### src/vxoc_pkg.sv
// ----------------------------------------------------------------------------
// vxoc_pkg
// Shared types and constants for the voxel occlusion cull core: command
// codes, the stored entry layout, read step codes, controller states and the
// command and status groups between controller and datapath.
// ----------------------------------------------------------------------------
package vxoc_pkg;

  localparam int COORD_W = 4;
  localparam int ID_W    = 11;

  localparam logic CMD_WRITE = 1'b0;
  localparam logic CMD_QUERY = 1'b1;

  typedef struct packed {
    logic            present;
    logic            occludes;
    logic [ID_W-1:0] id;
  } entry_t;

  typedef logic [2:0] step_t;

  localparam step_t STEP_CENTRE = 3'd0;
  localparam step_t STEP_XP     = 3'd1;
  localparam step_t STEP_XM     = 3'd2;
  localparam step_t STEP_YP     = 3'd3;
  localparam step_t STEP_YM     = 3'd4;
  localparam step_t STEP_ZP     = 3'd5;
  localparam step_t STEP_ZM     = 3'd6;

  typedef enum logic [1:0] {
    ST_CLEAR,
    ST_IDLE,
    ST_READ,
    ST_DECIDE
  } state_t;

  typedef struct packed {
    logic  take;
    logic  clr_en;
    logic  rd_en;
    step_t step;
    logic  load;
  } ctrl_cmd_t;

  typedef struct packed {
    logic clr_last;
    logic req_query;
    logic req_inside;
    logic interior;
    logic out_free;
  } ctrl_stat_t;

  function automatic logic blocks_face(input entry_t e);
    return e.present & e.occludes;
  endfunction

endpackage

### src/vxoc_ctrl.sv
// ----------------------------------------------------------------------------
// vxoc_ctrl
// Controller: sequences the clearing sweep after reset, command acceptance,
// the centre and six neighbour reads of a query and the result hand-off.
// ----------------------------------------------------------------------------
module vxoc_ctrl (
  input  logic                 clk,
  input  logic                 rst_n,
  input  logic                 in_valid,
  output logic                 in_ready,
  input  vxoc_pkg::ctrl_stat_t stat,
  output vxoc_pkg::ctrl_cmd_t  cmd
);
  import vxoc_pkg::*;

  state_t state_r, state_nxt;
  step_t  step_r, step_nxt;

  always_ff @(posedge clk) begin
    if (!rst_n) begin
      state_r <= ST_CLEAR;
      step_r  <= STEP_CENTRE;
    end else begin
      state_r <= state_nxt;
      step_r  <= step_nxt;
    end
  end

  always_comb begin
    state_nxt = state_r;
    step_nxt  = step_r;
    case (state_r)
      ST_CLEAR: begin
        if (stat.clr_last) state_nxt = ST_IDLE;
      end
      ST_IDLE: begin
        if (in_valid && stat.req_query) begin
          state_nxt = stat.req_inside ? ST_READ : ST_DECIDE;
          step_nxt  = STEP_CENTRE;
        end
      end
      ST_READ: begin
        if (step_r == STEP_ZM || !stat.interior) begin
          state_nxt = ST_DECIDE;
        end else begin
          step_nxt = step_r + 3'd1;
        end
      end
      ST_DECIDE: begin
        if (stat.out_free) state_nxt = ST_IDLE;
      end
      default: begin
        state_nxt = ST_IDLE;
      end
    endcase
  end

  always_comb begin
    cmd      = '0;
    in_ready = 1'b0;
    case (state_r)
      ST_CLEAR: begin
        cmd.clr_en = 1'b1;
      end
      ST_IDLE: begin
        in_ready = 1'b1;
        cmd.take = in_valid;
      end
      ST_READ: begin
        cmd.rd_en = 1'b1;
        cmd.step  = step_r;
      end
      ST_DECIDE: begin
        cmd.load = stat.out_free;
      end
      default: begin
        cmd = '0;
      end
    endcase
  end

endmodule

### config.mk
export PLATFORM = sky130hd
export DESIGN_NAME = vxoc_ctrl
export DESIGN_NICKNAME = d
export VERILOG_FILES = /design/src/vxoc_pkg.sv /design/src/vxoc_ctrl.sv
export SDC_FILE = /design/constraint.sdc
export NUM_CORES = 1
export LEC_CHECK = 0
export BUFFER_PORTS_ARGS = -buffer_cell sky130_fd_sc_hd__buf_4
export CORE_AREA = 3 3 40 42
export CTS_CLUSTER_DIAMETER = 30
export CTS_CLUSTER_SIZE = 8
export DETAILED_ROUTE_END_ITERATION = 8
export DIE_AREA = 0 0 43 45
export PLACE_DENSITY = 0.64
export SLEW_MARGIN = 15
export SYNTH_ARGS = -nofsm -noshare
export SYNTH_HDL_FRONTEND = slang
export SYNTH_SLANG_ARGS = --single-unit
### constraint.sdc
create_clock -name clk -period 3.21 [get_ports clk]
set_clock_uncertainty 0.15 [all_clocks]
set_input_delay 0 -clock clk [delete_from_list [all_inputs] [get_ports clk]]
set_output_delay 0 -clock clk [all_outputs]
set_load 0.05 [all_outputs]
[After elaboration in Yosys (flattened, before gate mapping)]
Cells that the tools add are included.
Storage, ports and cells
  bits in read-only memories: 0
  latch bits: 0
  output and inout port bits: 8
  bits in writable memories: 0
  register bits: 5
  word-level logic and storage cells: 33
  input port bits: 8
  memories: 0
Cells by class
  reductions and logical operators: 7
  bitwise logic cells: 0
  shift operators: 0
  div/mod/pow operators: 0
  equal/unequal tests: 9
  add/subtract/negate cells: 1
  mux-type cells: 14
  multipliers: 0
  magnitude comparators: 0
Operators with widths (count)
  != test 2 bit, second input constant: 5
  two-way mux 2 bit: 4
  one-hot mux 2 bit (4 select lines): 1
  two-way mux 3 bit: 2
  one-hot mux 3 bit (2 select lines): 1
  two-way mux 1 bit: 5
  equality test 2 bit, second input constant: 2
  two-way mux 4 bit: 1
  AND reduction 4 bit: 1
  adder 3 x 1 -> 3 bit, second input constant: 1
  equality test 3 bit, second input constant: 1
  AND reduction 3 bit: 1
  equality test 2 x 1 -> 1 bit, second input constant: 1
  zero test 2 bit: 1
  nonzero test 2 bit: 1
  logical AND 1 bit: 1
  zero test 1 bit: 1
  logical OR 1 bit: 1

[Logic depth before layout (Yosys ltp)]
Gate-level depths: netlist (run 1).
  word-level depth: 4
  gate-level depth with buffers: 6

[Worst setup path after synthesis (run 1)]
OpenSTA, ideal clock, no wires.
  kind: reg2reg
  start: register state_r[0]
  end: register step_r[1]
  required time: 2985 ps
  cell stages (with the launch flop): 6
  path buffers: 0
  setup slack: 1225 ps
  period minus slack after synthesis: 1985 ps
  setup time: 75 ps
  data arrival time: 1760 ps
  cells stage by stage: dfxtp_1 -> inv_1 -> ha_1 -> and2_1 -> mux2i_1 -> o22ai_1
Between the ends
  cells in the longest elaborated chain, start to end: 3
Ends and longest elaborated chain
  from (decl): RTL line vxoc_ctrl.sv:16  | state_t state_r, state_nxt;
  from (signal assigned): RTL line vxoc_ctrl.sv:24  | state_r <= state_nxt;
  equality test 2 bit or equality test 2 x 1 -> 1 bit (tied branches): RTL line vxoc_ctrl.sv:32  | case (state_r)
  != test 2 bit (no line) or nonzero test 2 bit (tied branches)
  AND reduction 3 bit (no line)
  to (signal assigned): RTL line vxoc_ctrl.sv:25  | step_r <= step_nxt;
  to (decl): RTL line vxoc_ctrl.sv:17  | step_t step_r, step_nxt;
Several ways; a longest one is shown, not always the timed one.
A chain may end at the register's enable or synchronous reset.

[Worst setup path in the final report (run 1)]
  start: register state_r[1]
  end: register state_r[1]
Between the ends
  cells in the longest elaborated chain, start to end: 3
Ends and longest elaborated chain (RTL line)
  equality test 2 bit, or another cell as far along: vxoc_ctrl.sv:32
  != test 2 bit (no line)
  AND reduction 4 bit (no line)
Several ways; a longest one is shown, not always the timed one.

==> results of run 1 <==
==> critical path, cell delays in order (launching register included) <==
cell	delay (ns)
dfxtp_1	0.39
inv_1	0.08
ha_1	0.26
a21boi_1	0.18
nor3_1	0.33
mux2i_1	0.21
==> power breakdown <==
group	switching, mW	internal (mW)
clock	0.0236	0.0469
sequential	0.0136	0.0766
combinational	0.200	0.121
==> cells by family after synthesis <==
group           Yosys count
simple gates             17
compound gates           12
buf+inv                   7
mux                       2
flops                     5
fa+ha+maj                 6
==> registers in the layout, indices dropped and copies added, names as in the netlist <==
name	cells
step_r	3
state_r	2
==> cells in the final DEF (no fill, tap or decap), drive strengths merged, types with 2 or more instances in the layout <==
cell and count:
and2 5, mux2i 2, nand2 6, a21oi 2, clkbuf 4, ha 6, nor3b 3, inv 7
dlygate4sd3 2, dfxtp 5, o22ai 2, buf 15
==> cell type report <==
cell class / instances / area [um^2]
fillers: 134 / 693
multi-input cells: 37 / 288
repair buffers: 17 / 133
flip-flops and latches: 5 / 100
clock buffers: 4 / 26.3
inverters: 7 / 26.3
well taps: 15 / 18.8
==> metal layers <==
metal	share of wire [%]	track usage (%)	vias to the layer above
li1	-	-	216
met3	5.2	2.39	2
met1	46	12.5	176
met2	48	16.2	8
met4	1.5	9.04	0
met5	0	0	-
==> per-stage QoR <==
stage	setup WS [ns]	utilization [%]	cell area [um^2]
3_5_place_dp	1.53	42.5	546
2_1_floorplan	1.22	-	414
6_report	1.54	46.1	592
4_1_cts	1.50	46.1	592
3_3_place_gp	1.58	42.5	546
5_1_grt	1.39	46.1	592
==> how the worst max path moves through the flow <==
| stage | startpoint | endpoint | slack (ns) | cells after the start |
|---|---|---|---|---|
| final | state_r[1]$_SDFFE_PN0P_ | state_r[1]$_SDFFE_PN0P_ | 1.54 | 5 |
| after global routing | state_r[0]$_SDFFE_PN0P_ | step_r[2]$_SDFFE_PN0P_ | 1.39 | 6 |
| after global placement | state_r[1]$_SDFFE_PN0P_ | state_r[1]$_SDFFE_PN0P_ | 1.58 | 5 |
| after detailed placement | state_r[0]$_SDFFE_PN0P_ | state_r[1]$_SDFFE_PN0P_ | 1.53 | 6 |
| after CTS | state_r[0]$_SDFFE_PN0P_ | state_r[1]$_SDFFE_PN0P_ | 1.50 | 6 |
| after floorplan | state_r[0]$_SDFFE_PN0P_ | step_r[1]$_SDFFE_PN0P_ | 1.22 | 5 |
==> run metrics, run 1 <==
# DRC=0; Core Region=1280 um^2; clock period minus worst slack=1.67 ns; class of the worst hold path=in -> reg; upper clock frequency limit=599 MHz; main combinational cell family by area after synthesis=compound AO/OA/AOI/OAI gates; critical path arrival=1.69 ns; Synth async-reset ratio=0%; mux contribution to synthesized area=4.83%; count leader, synth=inv_1; Synth Area in Adders=18.1%; ant diodes=0; area fraction of the dominant cell type after synthesis=24.2%; Post-Layout Cell Count=85; CTS H-tree depth=1; #FFs+latches synth=5; CTS clk-pin slew, worst paths=0.04 ns; Max Cap Viol=0; IO Port Bufs=15; TritonCTS clock tree=done; sequential share of the synthesized area=24.2%; vias in the first global route=365; final hold vios=0; ys flop type=dfxtp_1; clk sink count=5; startpoint types=register; Worst Path Max Fanout=7; I/O pins=16; Slew HR=78.1%; count of cell types in the netlist=21; post-CTS setup buffers=0; clk_lat worst skew=0.24 ns; Hold EP=state_r[0]$_SDFFE_PN0P_; syn avg cell area=8.45 um^2; Chip Width=43 um; Critical Path Sink Type=register; worst-case clock buffer depth=2; min-delay src=stat[2]; Cell Pwr Density=814 nW/um^2; Setup violations, final=0; initial antenna violation count=0; CTS Buf Count=3; DR WL/cell=10.3 um; Tot Pwr=0.482 mW; hold path cells=4; post-synth top area cell=dfxtp_1; Worst R2R Start=state_r[1]$_SDFFE_PN0P_; CTS hold repair buffers=2; CTS Root Cell=clkbuf_4; Mapped Cells=49; Post-synth EDFFs=0; compound-gate portion of the synthesized area=23.6%; final worst-path cycle share=52.0%; grt total ovfl=0; post-synth net total=63; outcome=finished clean; Reg2Reg Depth=5; gr usage total=10.6%; simple-gate share of the synthesized area=23.0%; Post-Place Cells=79; die area=1940 um^2; Post-DP HPWL=715 um; RSZ-0062 raised after global routing=no; Initial Util=32.2%; maximum number of pins on one net before global-route repair=10; fin. max-slew vios=0; Synth Area in XOR/XNOR=0%; Leak=0.274 nW; WP data required=3.23 ns; Area Overhead vs Synth=42.9%; Routed Antenna Nets=0; Fin Setup TNS=0 ns; CTS resizes=0; DRT Pass-1 Iters=4; Post-synth top cells=inv_1 (7), ha_1 (6), nand2_1 (6), and2_1 (5), dfxtp_1 (5); Hold WS=0.0326 ns; share of cells above drive strength 1=27.1%; Least-Margin Pin Slew=0.326 ns; die span in y=45 um; Iter 0 DRT Violations=4; DR vias=402; peak supply drop=0.300 mV; final estimated routing congestion in global placement=0.735; first-pass GRT wire length=1510 um; Syn. warnings=0; # rows=13; critical path type=reg -> reg; fin nets=85; Via density=4.73; RR Endpoint=state_r[1]$_SDFFE_PN0P_; R2R setup slack=1.54 ns; final WL=877 um; synth top area cells=dfxtp_1 (24%), ha_1 (18%), and2_1 (7.6%); Cell Area, Synth=414 um^2
Note: power is estimated with default switching activity, not from simulation.
==> run 2, diff against run 1 <==
==> constraint.sdc (replaced) <==
create_clock -name clk -period 1.7 [get_ports clk]
set_clock_uncertainty 0.15 [all_clocks]
set_input_delay 0 -clock clk [delete_from_list [all_inputs] [get_ports clk]]
set_output_delay 0 -clock clk [all_outputs]
set_load 0.05 [all_outputs]
==> run metrics, run 2 (same netlist as run 1, synthesis figures left out) <==
clk_lat worst skew=0.24 ns; Iter 0 DRT Violations=9; CTS Root Cell=clkbuf_4; Initial Util=32.2%; Worst Path Max Fanout=5; grt total ovfl=0; die span in y=45 um; hold path cells=4; fin. max-slew vios=0; die area=1940 um^2; Fin Setup TNS=0 ns; post-CTS setup buffers=0; gr usage total=10.1%; outcome=finished clean; most common cell after layout, fill and taps aside=buf_4; largest register by flop count=step_r; # rows=13; critical path arrival=1.60 ns; Routed Antenna Nets=0; CTS Buf Count=3; DR WL/cell=9.72 um; biggest regs=step_r x3, state_r x2; CTS clk-pin slew, worst paths=0.04 ns; fillcell total=127; class of the worst hold path=in -> reg; TritonCTS clock tree=done; DRT Pass-1 Iters=4; maximum number of pins on one net before global-route repair=10; CTS H-tree depth=1; Hold WS=0.0423 ns; IO Port Bufs=15; min-delay src=stat[3]; fin nets=87; fin util=48.5%; Critical Path Sink Type=register; vias in the first global route=374; final worst-path cycle share=93.8%; peak supply drop=0.805 mV; Least-Margin Pin Slew=0.283 ns; critical path type=reg -> reg; I/O pins=16; final hold vios=0; clock period minus worst slack=1.59 ns; Setup violations, final=0; WP data required=1.70 ns; # DRC=0; ant diodes=0; worst-case clock buffer depth=2; footprint of the multi-input gates=304 um^2; Area Overhead vs Synth=50.5%; first-pass GRT wire length=1460 um; Chip Width=43 um; upper clock frequency limit=627 MHz; Via density=4.80; Worst R2R Start=state_r[1]$_SDFFE_PN0P_; initial antenna violation count=0; startpoint types=register; max reg flops=3; final estimated routing congestion in global placement=0.718; clk sink count=5; Post-DP HPWL=729 um; DR vias=418; Register Area=100 um^2; Max Cap Viol=0; commonest cells after routing, fill and taps aside=buf_4 (17), inv_1 (7), nand2_1 (6); Slew HR=81.0%; Leak=0.284 nW; Tot Pwr=0.954 mW; final WL=846 um; Cell Pwr Density=1530 nW/um^2; Critical Path Source=state_r[1]$_SDFFE_PN0P_; Reg2Reg Depth=5; Core Region=1280 um^2; share of cells above drive strength 1=33.3%
run 2: worst paths after layout:
kind                             end  slack (ns)
min           step_r[2]$_SDFFE_PN0P_        0.04
max reg2reg  state_r[0]$_SDFFE_PN0P_        0.11
min reg2reg   step_r[1]$_SDFFE_PN0P_        0.35
max          state_r[0]$_SDFFE_PN0P_        0.11
run 2: metal layers:
layer	GRT usage, %	up-vias	wire length, um
li1	-	219	-
met3	3.59	2	72
met5	0	-	0
met4	7.23	0	10
met1	12.0	183	387
met2	15.0	14	375
run 2: report_power, final:
group / internal (mW) / leakage, nW / switching [mW]
sequential: 0.145 / 0.0408 / 0.0271
combinational: 0.260 / 0.229 / 0.388
clock: 0.0885 / 0.0150 / 0.0457
total: 0.493 / 0.284 / 0.461
run 2: layout make-up:
type | count | share of cell area [%]
multi-input cells | 37 | 48.8
repair buffers | 19 | 23.7
inverters | 7 | 4.22
clock buffers | 4 | 4.22
well taps | 15 | 3.01
flip-flops and latches | 5 | 16.1
run 2: metrics by stage:
step           cells  instance area, um^2  setup slack (ns)
3_5_place_dp      81                  567            0.0830
4_1_cts           87                  613            0.0643
5_1_grt           87                  623          -0.00655
2_1_floorplan     49                  420            0.0125
6_report          87                  623             0.106
3_3_place_gp      81                  567            0.0753
run 2: timing repair:
| action | 4_1_cts | 5_1_grt |
|---|---|---|
| endpoints found under the setup margin | 0 | 2 |
| hold endpoints to repair | 5 | 0 |
| gates resized for setup | 0 | 1 |
| hold buffers | 2 | 0 |
run 2: worst max-delay path: stages, from the launching register on:
cell      delay, ns
dfxtp_1        0.41
inv_1          0.09
ha_2           0.20
a21boi_1       0.15
o31a_1         0.30
a211oi_1       0.21
